===== src/rtl/md5_block_compress_unit_assert.svh =====
// assertion macros for the md5 block compression unit
`ifndef MD5_BLOCK_COMPRESS_UNIT_ASSERT_SVH
`define MD5_BLOCK_COMPRESS_UNIT_ASSERT_SVH

// same-cycle implication, sampled on clk, off during reset
`define MD5BC_ASSERT_NOW(label, ante, cons) \
    label: assert property (@(posedge clk) disable iff (!rst_n) (ante) |-> (cons)) \
        else $error("md5bc check failed");

// next-cycle implication, sampled on clk, off during reset
`define MD5BC_ASSERT_NEXT(label, ante, cons) \
    label: assert property (@(posedge clk) disable iff (!rst_n) (ante) |=> (cons)) \
        else $error("md5bc check failed");

`endif


===== src/rtl/md5bc_pkg.sv =====
// types, constants, round tables and microcode for the md5 block compression unit
`timescale 1ns / 1ps
package md5bc_pkg;

    typedef struct packed {
        logic        opcode;
        logic [31:0] data_word;
    } md5bc_in_t;

    typedef struct packed {
        logic [31:0] digest_word;
        logic [1:0]  word_index;
        logic        last_word;
    } md5bc_out_t;

    localparam logic OPC_MSG  = 1'b0;
    localparam logic OPC_LOAD = 1'b1;

    localparam logic [31:0] INIT_A = 32'h67452301;
    localparam logic [31:0] INIT_B = 32'hefcdab89;
    localparam logic [31:0] INIT_C = 32'h98badcfe;
    localparam logic [31:0] INIT_D = 32'h10325476;

    // micro-operations
    localparam logic [2:0] UOP_WAIT  = 3'd0;
    localparam logic [2:0] UOP_INIT  = 3'd1;
    localparam logic [2:0] UOP_ROUND = 3'd2;
    localparam logic [2:0] UOP_ADD   = 3'd3;
    localparam logic [2:0] UOP_EMIT  = 3'd4;

    // jump conditions
    localparam logic [1:0] COND_NEVER      = 2'd0;
    localparam logic [1:0] COND_ALWAYS     = 2'd1;
    localparam logic [1:0] COND_NOT_GO     = 2'd2;
    localparam logic [1:0] COND_ROUND_MORE = 2'd3;

    // program steps
    localparam logic [2:0] STEP_WAIT  = 3'd0;
    localparam logic [2:0] STEP_INIT  = 3'd1;
    localparam logic [2:0] STEP_ROUND = 3'd2;
    localparam logic [2:0] STEP_ADD   = 3'd3;
    localparam logic [2:0] STEP_EMIT0 = 3'd4;
    localparam logic [2:0] STEP_EMIT1 = 3'd5;
    localparam logic [2:0] STEP_EMIT2 = 3'd6;
    localparam logic [2:0] STEP_EMIT3 = 3'd7;

    typedef struct packed {
        logic [2:0] uop;
        logic [1:0] cond;
        logic [2:0] target;
        logic [1:0] widx;
        logic       last;
    } md5bc_uword_t;

    typedef struct packed {
        logic [2:0] uop;
        logic [1:0] widx;
        logic       last;
        logic [5:0] round;
        logic [5:0] pre_round;
    } md5bc_ctrl_t;

    function automatic md5bc_uword_t md5bc_ucode(input logic [2:0] step);
        md5bc_uword_t w;
        w = '{uop: UOP_WAIT, cond: COND_NOT_GO, target: STEP_WAIT, widx: 2'd0, last: 1'b0};
        unique case (step)
            STEP_WAIT:  w = '{UOP_WAIT,  COND_NOT_GO,     STEP_WAIT,  2'd0, 1'b0};
            STEP_INIT:  w = '{UOP_INIT,  COND_NEVER,      STEP_WAIT,  2'd0, 1'b0};
            STEP_ROUND: w = '{UOP_ROUND, COND_ROUND_MORE, STEP_ROUND, 2'd0, 1'b0};
            STEP_ADD:   w = '{UOP_ADD,   COND_NEVER,      STEP_WAIT,  2'd0, 1'b0};
            STEP_EMIT0: w = '{UOP_EMIT,  COND_NEVER,      STEP_WAIT,  2'd0, 1'b0};
            STEP_EMIT1: w = '{UOP_EMIT,  COND_NEVER,      STEP_WAIT,  2'd1, 1'b0};
            STEP_EMIT2: w = '{UOP_EMIT,  COND_NEVER,      STEP_WAIT,  2'd2, 1'b0};
            STEP_EMIT3: w = '{UOP_EMIT,  COND_ALWAYS,     STEP_WAIT,  2'd3, 1'b1};
            default:    w = '{UOP_WAIT,  COND_NOT_GO,     STEP_WAIT,  2'd0, 1'b0};
        endcase
        return w;
    endfunction

    function automatic logic [31:0] md5bc_round_const(input logic [5:0] i);
        logic [31:0] k;
        k = 32'h0;
        case (i)
            6'd0:  k = 32'hd76aa478;  6'd1:  k = 32'he8c7b756;
            6'd2:  k = 32'h242070db;  6'd3:  k = 32'hc1bdceee;
            6'd4:  k = 32'hf57c0faf;  6'd5:  k = 32'h4787c62a;
            6'd6:  k = 32'ha8304613;  6'd7:  k = 32'hfd469501;
            6'd8:  k = 32'h698098d8;  6'd9:  k = 32'h8b44f7af;
            6'd10: k = 32'hffff5bb1;  6'd11: k = 32'h895cd7be;
            6'd12: k = 32'h6b901122;  6'd13: k = 32'hfd987193;
            6'd14: k = 32'ha679438e;  6'd15: k = 32'h49b40821;
            6'd16: k = 32'hf61e2562;  6'd17: k = 32'hc040b340;
            6'd18: k = 32'h265e5a51;  6'd19: k = 32'he9b6c7aa;
            6'd20: k = 32'hd62f105d;  6'd21: k = 32'h02441453;
            6'd22: k = 32'hd8a1e681;  6'd23: k = 32'he7d3fbc8;
            6'd24: k = 32'h21e1cde6;  6'd25: k = 32'hc33707d6;
            6'd26: k = 32'hf4d50d87;  6'd27: k = 32'h455a14ed;
            6'd28: k = 32'ha9e3e905;  6'd29: k = 32'hfcefa3f8;
            6'd30: k = 32'h676f02d9;  6'd31: k = 32'h8d2a4c8a;
            6'd32: k = 32'hfffa3942;  6'd33: k = 32'h8771f681;
            6'd34: k = 32'h6d9d6122;  6'd35: k = 32'hfde5380c;
            6'd36: k = 32'ha4beea44;  6'd37: k = 32'h4bdecfa9;
            6'd38: k = 32'hf6bb4b60;  6'd39: k = 32'hbebfbc70;
            6'd40: k = 32'h289b7ec6;  6'd41: k = 32'heaa127fa;
            6'd42: k = 32'hd4ef3085;  6'd43: k = 32'h04881d05;
            6'd44: k = 32'hd9d4d039;  6'd45: k = 32'he6db99e5;
            6'd46: k = 32'h1fa27cf8;  6'd47: k = 32'hc4ac5665;
            6'd48: k = 32'hf4292244;  6'd49: k = 32'h432aff97;
            6'd50: k = 32'hab9423a7;  6'd51: k = 32'hfc93a039;
            6'd52: k = 32'h655b59c3;  6'd53: k = 32'h8f0ccc92;
            6'd54: k = 32'hffeff47d;  6'd55: k = 32'h85845dd1;
            6'd56: k = 32'h6fa87e4f;  6'd57: k = 32'hfe2ce6e0;
            6'd58: k = 32'ha3014314;  6'd59: k = 32'h4e0811a1;
            6'd60: k = 32'hf7537e82;  6'd61: k = 32'hbd3af235;
            6'd62: k = 32'h2ad7d2bb;  6'd63: k = 32'heb86d391;
            default: k = 32'h0;
        endcase
        return k;
    endfunction

    function automatic logic [4:0] md5bc_rot_amount(input logic [5:0] i);
        logic [4:0] s;
        s = 5'd0;
        case ({i[5:4], i[1:0]})
            4'd0:  s = 5'd7;   4'd1:  s = 5'd12;  4'd2:  s = 5'd17;  4'd3:  s = 5'd22;
            4'd4:  s = 5'd5;   4'd5:  s = 5'd9;   4'd6:  s = 5'd14;  4'd7:  s = 5'd20;
            4'd8:  s = 5'd4;   4'd9:  s = 5'd11;  4'd10: s = 5'd16;  4'd11: s = 5'd23;
            4'd12: s = 5'd6;   4'd13: s = 5'd10;  4'd14: s = 5'd15;  4'd15: s = 5'd21;
            default: s = 5'd0;
        endcase
        return s;
    endfunction

    // message schedule: which buffered word a round reads
    function automatic logic [3:0] md5bc_msg_index(input logic [5:0] i);
        logic [3:0] lo;
        logic [3:0] g;
        lo = i[3:0];
        g  = lo;
        case (i[5:4])
            2'd0: g = lo;
            2'd1: g = 4'(lo + (lo << 2) + 4'd1);
            2'd2: g = 4'(lo + (lo << 1) + 4'd5);
            2'd3: g = 4'((lo << 3) - lo);
            default: g = lo;
        endcase
        return g;
    endfunction

endpackage


===== src/rtl/md5bc_seq.sv =====
// microcode sequencer: step counter, program table and round counter
`timescale 1ns / 1ps
module md5bc_seq
    import md5bc_pkg::*;
(
    input  logic        clk,
    input  logic        rst_n,
    input  logic        go,
    output logic        busy,
    output md5bc_ctrl_t ctrl
);

    logic [2:0]   pc_reg;
    logic [2:0]   pc_next;
    logic [5:0]   round_reg;
    logic [5:0]   round_next;
    md5bc_uword_t uw;
    logic         take;

    assign uw = md5bc_ucode(pc_reg);

    always_comb
    begin
        take = 1'b0;
        unique case (uw.cond)
            COND_NEVER:      take = 1'b0;
            COND_ALWAYS:     take = 1'b1;
            COND_NOT_GO:     take = !go;
            COND_ROUND_MORE: take = !(&round_reg);
            default:         take = 1'b0;
        endcase
        pc_next = take ? uw.target : 3'(pc_reg + 3'd1);
    end

    always_comb
    begin
        round_next = round_reg;
        if (uw.uop == UOP_INIT)
        begin
            round_next = 6'd0;
        end
        else if (uw.uop == UOP_ROUND)
        begin
            round_next = 6'(round_reg + 6'd1);
        end
    end

    always_ff @(posedge clk or negedge rst_n)
    begin
        if (!rst_n)
        begin
            pc_reg    <= STEP_WAIT;
            round_reg <= 6'd0;
        end
        else
        begin
            pc_reg    <= pc_next;
            round_reg <= round_next;
        end
    end

    assign busy           = (pc_reg != STEP_WAIT);
    assign ctrl.uop       = uw.uop;
    assign ctrl.widx      = uw.widx;
    assign ctrl.last      = uw.last;
    assign ctrl.round     = round_reg;
    assign ctrl.pre_round = (uw.uop == UOP_INIT) ? 6'd0 : 6'(round_reg + 6'd1);

endmodule


===== src/rtl/md5bc_datapath.sv =====
// md5 datapath: chaining words, message buffer, round unit and result register
`timescale 1ns / 1ps
module md5bc_datapath
    import md5bc_pkg::*;
(
    input  logic        clk,
    input  logic        rst_n,
    input  logic        accept,
    input  md5bc_in_t   cmd,
    input  md5bc_ctrl_t ctrl,
    output logic        block_full,
    output logic        result_strobe,
    output md5bc_out_t  result
);

    logic [31:0] chain_reg [4];
    logic [31:0] chain_next [4];
    logic [31:0] msg_reg [16];
    logic [3:0]  msg_count_reg;
    logic [1:0]  load_idx_reg;
    logic [31:0] a_reg, b_reg, c_reg, d_reg;
    logic [31:0] t_reg;
    logic [31:0] t_next;
    logic [31:0] f_val;
    logic [31:0] sum_val;
    logic [63:0] rot_wide;
    logic [31:0] b_new;
    logic        strobe_reg;
    md5bc_out_t  out_reg;

    assign block_full = &msg_count_reg;

    // round function
    always_comb
    begin
        f_val = 32'h0;
        case (ctrl.round[5:4])
            2'd0: f_val = (b_reg & c_reg) | (~b_reg & d_reg);
            2'd1: f_val = (b_reg & d_reg) | (c_reg & ~d_reg);
            2'd2: f_val = b_reg ^ c_reg ^ d_reg;
            2'd3: f_val = c_reg ^ (b_reg | ~d_reg);
            default: f_val = 32'h0;
        endcase
        sum_val  = a_reg + f_val + t_reg;
        rot_wide = {sum_val, sum_val} << md5bc_rot_amount(ctrl.round);
        b_new    = b_reg + rot_wide[63:32];
        // constant plus message word for the following round
        t_next   = md5bc_round_const(ctrl.pre_round) + msg_reg[md5bc_msg_index(ctrl.pre_round)];
    end

    always_comb
    begin
        for (int k = 0; k < 4; k++)
        begin
            chain_next[k] = chain_reg[k];
        end
        if (accept && cmd.opcode == OPC_LOAD)
        begin
            chain_next[load_idx_reg] = cmd.data_word;
        end
        else if (ctrl.uop == UOP_ADD)
        begin
            chain_next[0] = chain_reg[0] + a_reg;
            chain_next[1] = chain_reg[1] + b_reg;
            chain_next[2] = chain_reg[2] + c_reg;
            chain_next[3] = chain_reg[3] + d_reg;
        end
    end

    always_ff @(posedge clk or negedge rst_n)
    begin
        if (!rst_n)
        begin
            chain_reg[0]  <= INIT_A;
            chain_reg[1]  <= INIT_B;
            chain_reg[2]  <= INIT_C;
            chain_reg[3]  <= INIT_D;
            msg_count_reg <= 4'd0;
            load_idx_reg  <= 2'd0;
            strobe_reg    <= 1'b0;
        end
        else
        begin
            for (int k = 0; k < 4; k++)
            begin
                chain_reg[k] <= chain_next[k];
            end
            if (accept && cmd.opcode == OPC_LOAD)
            begin
                load_idx_reg <= 2'(load_idx_reg + 2'd1);
            end
            if (accept && cmd.opcode == OPC_MSG)
            begin
                msg_count_reg <= 4'(msg_count_reg + 4'd1);
            end
            strobe_reg <= (ctrl.uop == UOP_EMIT);
        end
    end

    // message buffer, no reset
    always_ff @(posedge clk)
    begin
        if (accept && cmd.opcode == OPC_MSG)
        begin
            msg_reg[msg_count_reg] <= cmd.data_word;
        end
    end

    // working words and result payload, no reset
    always_ff @(posedge clk)
    begin
        if (ctrl.uop == UOP_INIT)
        begin
            a_reg <= chain_reg[0];
            b_reg <= chain_reg[1];
            c_reg <= chain_reg[2];
            d_reg <= chain_reg[3];
            t_reg <= t_next;
        end
        else if (ctrl.uop == UOP_ROUND)
        begin
            a_reg <= d_reg;
            b_reg <= b_new;
            c_reg <= b_reg;
            d_reg <= c_reg;
            t_reg <= t_next;
        end
        if (ctrl.uop == UOP_EMIT)
        begin
            out_reg.digest_word <= chain_reg[ctrl.widx];
            out_reg.word_index  <= ctrl.widx;
            out_reg.last_word   <= ctrl.last;
        end
    end

    assign result_strobe = strobe_reg;
    assign result        = out_reg;

endmodule


===== src/rtl/md5_block_compress_unit.sv =====
// top level of the md5 block compression unit
`timescale 1ns / 1ps
// A word is taken on a clock edge where start is high and busy is low. Chaining
// loads and the first fifteen message words of a block give no result and keep
// busy low. The sixteenth message word starts a run of the microcode sequencer:
// one setup step, 64 rounds at one per cycle on the single round unit, one add
// step and four result steps. The four results carry result_strobe high, with
// A first and D marked by last_word; the receiver cannot stall them. busy stays
// high while the sequencer runs these steps, so no word is taken meanwhile.
`include "md5_block_compress_unit_assert.svh"
module md5_block_compress_unit
    import md5bc_pkg::*;
(
    input  logic       clk,
    input  logic       rst_n,
    input  logic       start,
    input  md5bc_in_t  cmd,
    output logic       busy,
    output logic       result_strobe,
    output md5bc_out_t result
);

    logic        accept;
    logic        block_full;
    logic        go;
    md5bc_ctrl_t ctrl;

    assign accept = start && !busy;
    assign go     = accept && (cmd.opcode == OPC_MSG) && block_full;

    md5bc_seq u_seq (
        .clk   (clk),
        .rst_n (rst_n),
        .go    (go),
        .busy  (busy),
        .ctrl  (ctrl)
    );

    md5bc_datapath u_datapath (
        .clk           (clk),
        .rst_n         (rst_n),
        .accept        (accept),
        .cmd           (cmd),
        .ctrl          (ctrl),
        .block_full    (block_full),
        .result_strobe (result_strobe),
        .result        (result)
    );

    `MD5BC_ASSERT_NEXT(a_go_busy, go, busy)
    `MD5BC_ASSERT_NEXT(a_load_no_run, accept && cmd.opcode == OPC_LOAD, !busy)
    `MD5BC_ASSERT_NEXT(a_last_ends, result_strobe && result.last_word, !result_strobe)
    `MD5BC_ASSERT_NEXT(a_words_in_order, result_strobe && !result.last_word,
        result_strobe && result.word_index == 2'($past(result.word_index) + 2'd1))
    `MD5BC_ASSERT_NOW(a_last_is_d, result_strobe && result.last_word,
        result.word_index == 2'd3)

endmodule

===== config.mk =====
export PLATFORM = sky130hd
export DESIGN_NAME = md5_block_compress_unit
export DESIGN_NICKNAME = d
export VERILOG_FILES = /design/src/rtl/md5bc_pkg.sv /design/src/rtl/md5bc_seq.sv /design/src/rtl/md5bc_datapath.sv /design/src/rtl/md5_block_compress_unit.sv
export VERILOG_INCLUDE_DIRS = /design/src /design/src/rtl
export SDC_FILE = /design/constraint.sdc
export NUM_CORES = 2
export LEC_CHECK = 0
export BUFFER_PORTS_ARGS = -buffer_cell sky130_fd_sc_hd__buf_2
export CAP_MARGIN = 20
export CORE_ASPECT_RATIO = 1.25
export CORE_MARGIN = 5
export CORE_UTILIZATION = 55
export CTS_CLUSTER_DIAMETER = 40
export DETAILED_ROUTE_END_ITERATION = 7
export PLACE_DENSITY_LB_ADDON = 0.12
export SLEW_MARGIN = 20
export SYNTH_ARGS = -nofsm -noshare
export SYNTH_HDL_FRONTEND = slang
export SYNTH_HIERARCHICAL = 1
export SYNTH_SLANG_ARGS = --single-unit

===== constraint.sdc =====
create_clock -name clk -period 13.85 [get_ports clk]
set_input_delay 0.6925 -clock clk [delete_from_list [all_inputs] [get_ports clk]]
set_output_delay 0.6925 -clock clk [all_outputs]
set_load 0.02 [all_outputs]

## Yosys cells after proc, flatten, opt, wreduce, memory -nomap -nowiden

Memory sizes are Yosys's and may differ from the RTL's.
Cells that the tools add are included.

- Shift-type cells: 1
- Reduce and logical (&&, ||, !) cells: 16
- Magnitude comparators: 3
- Bitwise logic cells: 15
- Multiplexer cells: 27
- Eq/ne operators: 13
- $add $sub $neg: 17

Operators by type and width:

| kind | count |
|---|---|
| 2-to-1 mux 32 bit | 13 |
| adder 32 bit | 8 |
| 2-to-1 mux 128 bit | 2 |
| bitwise AND 32 bit | 4 |
| bitwise mux 128 bit | 1 |
| one-hot mux 32 bit (4 select lines) | 1 |
| bitwise OR 32 bit | 3 |
| XOR 32 bit | 3 |
| binary-select mux 32 bit (select 2 bit) | 1 |
| demux 32 bit (select 2 bit) | 1 |
| NOT 32 bit | 2 |
| left shift 64 x 5 -> 64 bit | 1 |
| 2-to-1 mux 6 bit | 3 |
| one-hot mux 4 bit (4 select lines) | 1 |
| equality test 2 bit, second input constant | 6 |
| adder 4 x 1 -> 4 bit, second input constant | 2 |
| adder 4 bit | 2 |
| adder 6 x 1 -> 6 bit, second input constant | 1 |
| equality test 2 x 1 -> 1 bit, second input constant | 3 |
| equality test 3 x 2 -> 1 bit, second input constant | 2 |
| >= comparator 3 bit, second input constant | 2 |
| logical NOT 2 bit | 3 |
| NOT 2 -> 3 bit | 2 |
| AND reduction 6 bit | 1 |
| 16 further kinds | 24 |

- Memory bits (read-only): 2200
- Input port bits: 36
- Logic and storage cells: 113
- Memories: 4
- Memory bits (writable): 512
- Bits in registers: 339
- Output and inout bits: 37

Memory list:

| memory | words | width | rd ports | clocked after memory_dff | wr ports | RTL line | RTL |
|---|---|---|---|---|---|---|---|
| (name not given) | 64 | 32 | 1 | 0 | 0 | md5bc_pkg.sv:83 | `case (i)` |
| u_datapath.msg_reg | 16 | 32 | 1 | 0 | 1 | md5bc_datapath.sv:18 | `logic [31:0] msg_reg [16];` |
| (name not given) | 16 | 5 | 1 | 0 | 0 | md5bc_pkg.sv:124 | `case ({i[5:4], i[1:0]})` |
| (name not given) | 8 | 9 | 1 | 0 | 0 | md5bc_pkg.sv:66 | `unique case (step)` |

## Depth between registers and ports, before layout

- Depth after elaboration: 10
- Gate-level depth with buffers: 35
- Depth with buffers taken out: 32

## Cells and area by module

The synthesis kept the hierarchy.

Modules (own cells, without submodules):

| module | sequential area each (µm²) | cells each | area each (µm²) | times used |
|---|---|---|---|---|
| md5bc_datapath | 24688.7 | 4791 | 51962.3 | 1 |
| md5bc_seq | 225.2 | 83 | 694.4 | 1 |
| md5_block_compress_unit | 0.0 | 2 | 21.3 | 1 |

## Worst setup path before layout

OpenSTA, ideal clock, no wires.

- Path type: flip-flop to flip-flop
- Start point: register u_seq.round_reg[4]
- End point: register u_datapath.b_reg[30], data pin
- Setup time: 269 ps
- Required time: 13581 ps
- Cell stages (with the launch flop): 35
- Buffers on the path: 3
- Period minus slack after synthesis: 8312 ps
- Slack: 5538 ps
- Arrival: 8043 ps
- Cell sequence: dfrtp_1 -> buf_1 -> clkbuf_1 -> buf_1 -> xnor2_1 -> a22oi_1 -> a31oi_1 -> a21oi_1 -> fa_1 -> ha_1 -> fa_1 -> a21o_1 -> a221oi_2 -> a311oi_4 -> a31o_4 -> a2111oi_4 -> o21ba_2 -> nor2_2 -> a221oi_2 -> mux2i_1 -> mux2i_1 -> mux2i_1 -> ha_1 -> fa_1 -> a21o_1 -> a21oi_1 -> o31ai_1 -> nand2_1 -> nor3_1 -> nor4_1 -> o21ai_0 -> a2111oi_0 -> o31ai_1 -> xnor2_1 -> o21ai_0

- Longest elaborated chain between the ends: 8
- Elaborated cells on any way between the ends: 12
- Classes of those cells: add/sub: 3; eq/ne: 3; shift: 1; mux: 3; reduce/logical: 1; memory: 1

RTL lines:

| item | RTL line | RTL |
|---|---|---|
| start, declared | md5bc_seq.sv:15 | `logic [5:0] round_reg;` |
| start signal, assigned | md5bc_seq.sv:58 | `round_reg <= round_next;` |
| equality test 2 bit, or another cell as far along | md5bc_datapath.sv:37 | `case (ctrl.round[5:4])` |
| one-hot mux 32 bit (4 select lines) | md5bc_datapath.sv:37 |  |
| adder 32 bit (2 in series) | md5bc_datapath.sv:44 | `sum_val = a_reg + f_val + t_reg;` |
| left shift 64 x 5 -> 64 bit * | md5bc_datapath.sv:45 | `rot_wide = {sum_val, sum_val} << md5bc_rot_amount(ctrl.round);` |
| adder 32 bit * | md5bc_datapath.sv:46 | `b_new = b_reg + rot_wide[63:32];` |
| 2-to-1 mux 32 bit * | md5bc_datapath.sv:120 | `else if (ctrl.uop == UOP_ROUND)` |
| 2-to-1 mux 32 bit * | md5bc_datapath.sv:112 | `if (ctrl.uop == UOP_INIT)` |
| end signal, assigned | md5bc_datapath.sv:115 | `b_reg <= chain_reg[1];` |
| end signal, assigned | md5bc_datapath.sv:123 | `b_reg <= b_new;` |
| end, declared | md5bc_datapath.sv:21 | `logic [31:0] a_reg, b_reg, c_reg, d_reg;` |

Every way passes the cells marked *; elsewhere a longest branch is shown, timed or not. The select of a mux whose other input is x is not followed.
A chain may end at the register's enable or synchronous reset.

## Final worst setup path

Same ends and word-level chain as after synthesis.

==> run summary <==
Initial Utilization = 55.2%
Total CTS buffers = 99
Total Neg Setup Slack = 0 ns
Mapped Cells = 4,876
GRT Total Usage = 33.4%
Unrepaired setup endpoints after global routing = false
Synthesized cell area = 0.0527 mm2
WS Path Type = reg2reg
DRC viols = 0
Wire per inst = 27.8 um
Clock Latency Late Sink = 0.70 ns
Die X = 287 um
Commonest non-fill, non-tap cell in the layout = edfxtp_1
Min Tclk post-route = 9.96 ns
H-tree depth = 3
IO Count = 73
Initial antenna violation count = 22
Setup Fix Bufs, Post-CTS = 0
FFs w/ async S/R, synth = 16.9%
Rows = 127
GRT overflow = 0
WL final = 174,000 um
Core area = 0.0955 mm2
Post-route cell area = 0.0582 mm2
Final hold vios = 0
CP required = 14.22 ns
CP Data Arrival Time = 10.33 ns
Hpwl dp = 121,000 um
Non-Filler Instances = 6,258
Antenna-violating nets left = 0
CTS tree = yes
Max incr delay on CP = 0.86 ns
Status = finished, final reports clean
Drt initial violations = 4,642
Largest register FFs = 512
Area post-placement = 0.0546 mm2
Hold Worst Slack = 0.448 ns
Synth warn = 6
Post-synth top area cell = edfxtp_1
Worst-Margin Slew = 1.14 ns
CP dominant cell by count = mux2i_1
Max Clock Skew = 0.0564 ns
Hold path startpoint = cmd[3]
Commonest cells after routing, fill and taps aside = edfxtp_1 (707), nand2_1 (679), o21ai_0 (391)
Startpoint Class = register
Endpoints failing setup = 0
Max-cap viol count = 0
Iteration count of the initial detailed-routing pass = 7
Max Slew Vio Count = 0
CP max FO = 58
Distinct cells, synth = 97
Crit. Startpoint = u_seq/round_reg[4]
Final-stage net count = 5,217
Sequential area share after synthesis = 47.3%
Max frequency = 100 MHz
Vert. Die Dim = 356 um
Clock tree root driver cell = clkbuf_16
Mean post-synth cell area = 10.8 um2
Post-synth EDFFs = 707
Slowest cell on crit path = dfrtp_4
Vias in the first global route = 40.0k
Post-CTS sizing = 0
Worst-path clk slew = 0.06 ns
DR vias/cell = 6.62
Period utilisation layout = 71.9%
First-pass GRT wire length = 256,000 um
Largest net degree at the start of global routing = 141
Synth top area share = 40.3%
Number of buffers added on ports = 72
Primary FF master, synth = edfxtp_1
Area grow syn2layout = 10.4%
Synth top area cells = edfxtp_1 (40%), mux4_2 (7.1%), ha_1 (6.2%), nand2_1 (4.8%), dfrtp_1 (3.8%)
CTS Buffer Depth = 3
Rel. slew slack = 22.9%
Share of post-route cells with drive strength above 1 = 13.8%
Hold Crit Class = in2reg
CP Capture Type = register
FF-to-FF Start = u_seq/round_reg[4]
Total die area = 0.102 mm2
Net Count, Synth = 5,218
Vias = 41.4k
Dpl cells = 6,063
Clk sinks = 851
Seq cells post-synth = 851
Routability cong. = 1.02
## worst max-delay path, delay by kind of cell, from the launching register on
family,cells,cell delay [ns]
AO/OA/AOI/OAI,17,4.39
adder cells (fa/ha/maj),5,1.84
flip-flops,1,0.86
AND/OR/NAND/NOR,4,0.74
multiplexers,4,0.72
buffers and inverters,1,0.69
XOR/XNOR,2,0.30
## routing by layer
layer	GRT usage, %	share of wire, %
met5	0	0
met3	4.99	7.8
met2	55.7	48
met1	41.9	37
met4	18.6	6.9
## metrics by stage
step                utilization, %  setup WS [ns]
floorplan                        -           5.54
global placement              57.2           4.11
detailed placement            57.2           4.09
CTS                           60.9           3.99
global route                  60.9           3.28
finish                        60.9           3.89
## what timing repair did
item / in CTS / in global routing
hold buffers: 1 / 0
endpoints found under the setup margin: 0 / 0
hold endpoints to repair: 27 / 0
## path summary, 6_finish.rpt
kind	cells past startpoint	to	slack (ns)
min in group asynchronous	2	u_datapath/chain_reg[58]	0.54
setup / recovery	33	u_datapath/b_reg[30]	3.89
max in group asynchronous	4	u_datapath/msg_count_reg[3]	11.33
setup reg to reg	33	u_datapath/b_reg[30]	3.89
hold reg to reg	2	u_datapath/chain_reg[96]	0.49
hold / removal	3	u_datapath/chain_reg[99]	0.45
## final cells by class
class / count / area [um2]
diodes: 9 / 22.5
clock inverters: 65 / 936
repair buffers: 156 / 1040
clock buffers: 120 / 2610
inverters: 100 / 375
well taps: 1290 / 1610
flip-flops and latches: 851 / 24900
fillers: 7738 / 37300
multi-input cells: 3667 / 26700
## synthesized netlist by cell type, types with 34 or more instances
library cell,count
a211oi_1,114
a21o_1,85
a21oi_1,363
a22oi_1,57
a31oi_1,106
and2_1,45
buf_1,38
clkbuf_1,202
dfrtp_1,80
dfstp_2,64
edfxtp_1,707
fa_1,43
ha_1,263
inv_1,100
mux2i_1,75
mux4_2,165
nand2_1,679
nand2b_1,74
nand3_1,72
nor2_1,297
nor3_1,67
o21a_1,37
o21ai_0,391
o21bai_1,34
o22ai_1,44
or2_2,37
xnor2_1,154
xor2_1,68
## logic make-up after synthesis
group,share of synthesized area [%]
compound gates,17.3
simple gates,12.1
flops,47.3
buf+inv,2.63
fa+ha+maj,7.88
mux,9.06
xor+xnor,3.69
Power is left out: the tool's default activity adds up to more than one toggle a clock period on the data nets, which glitch-free logic cannot reach.
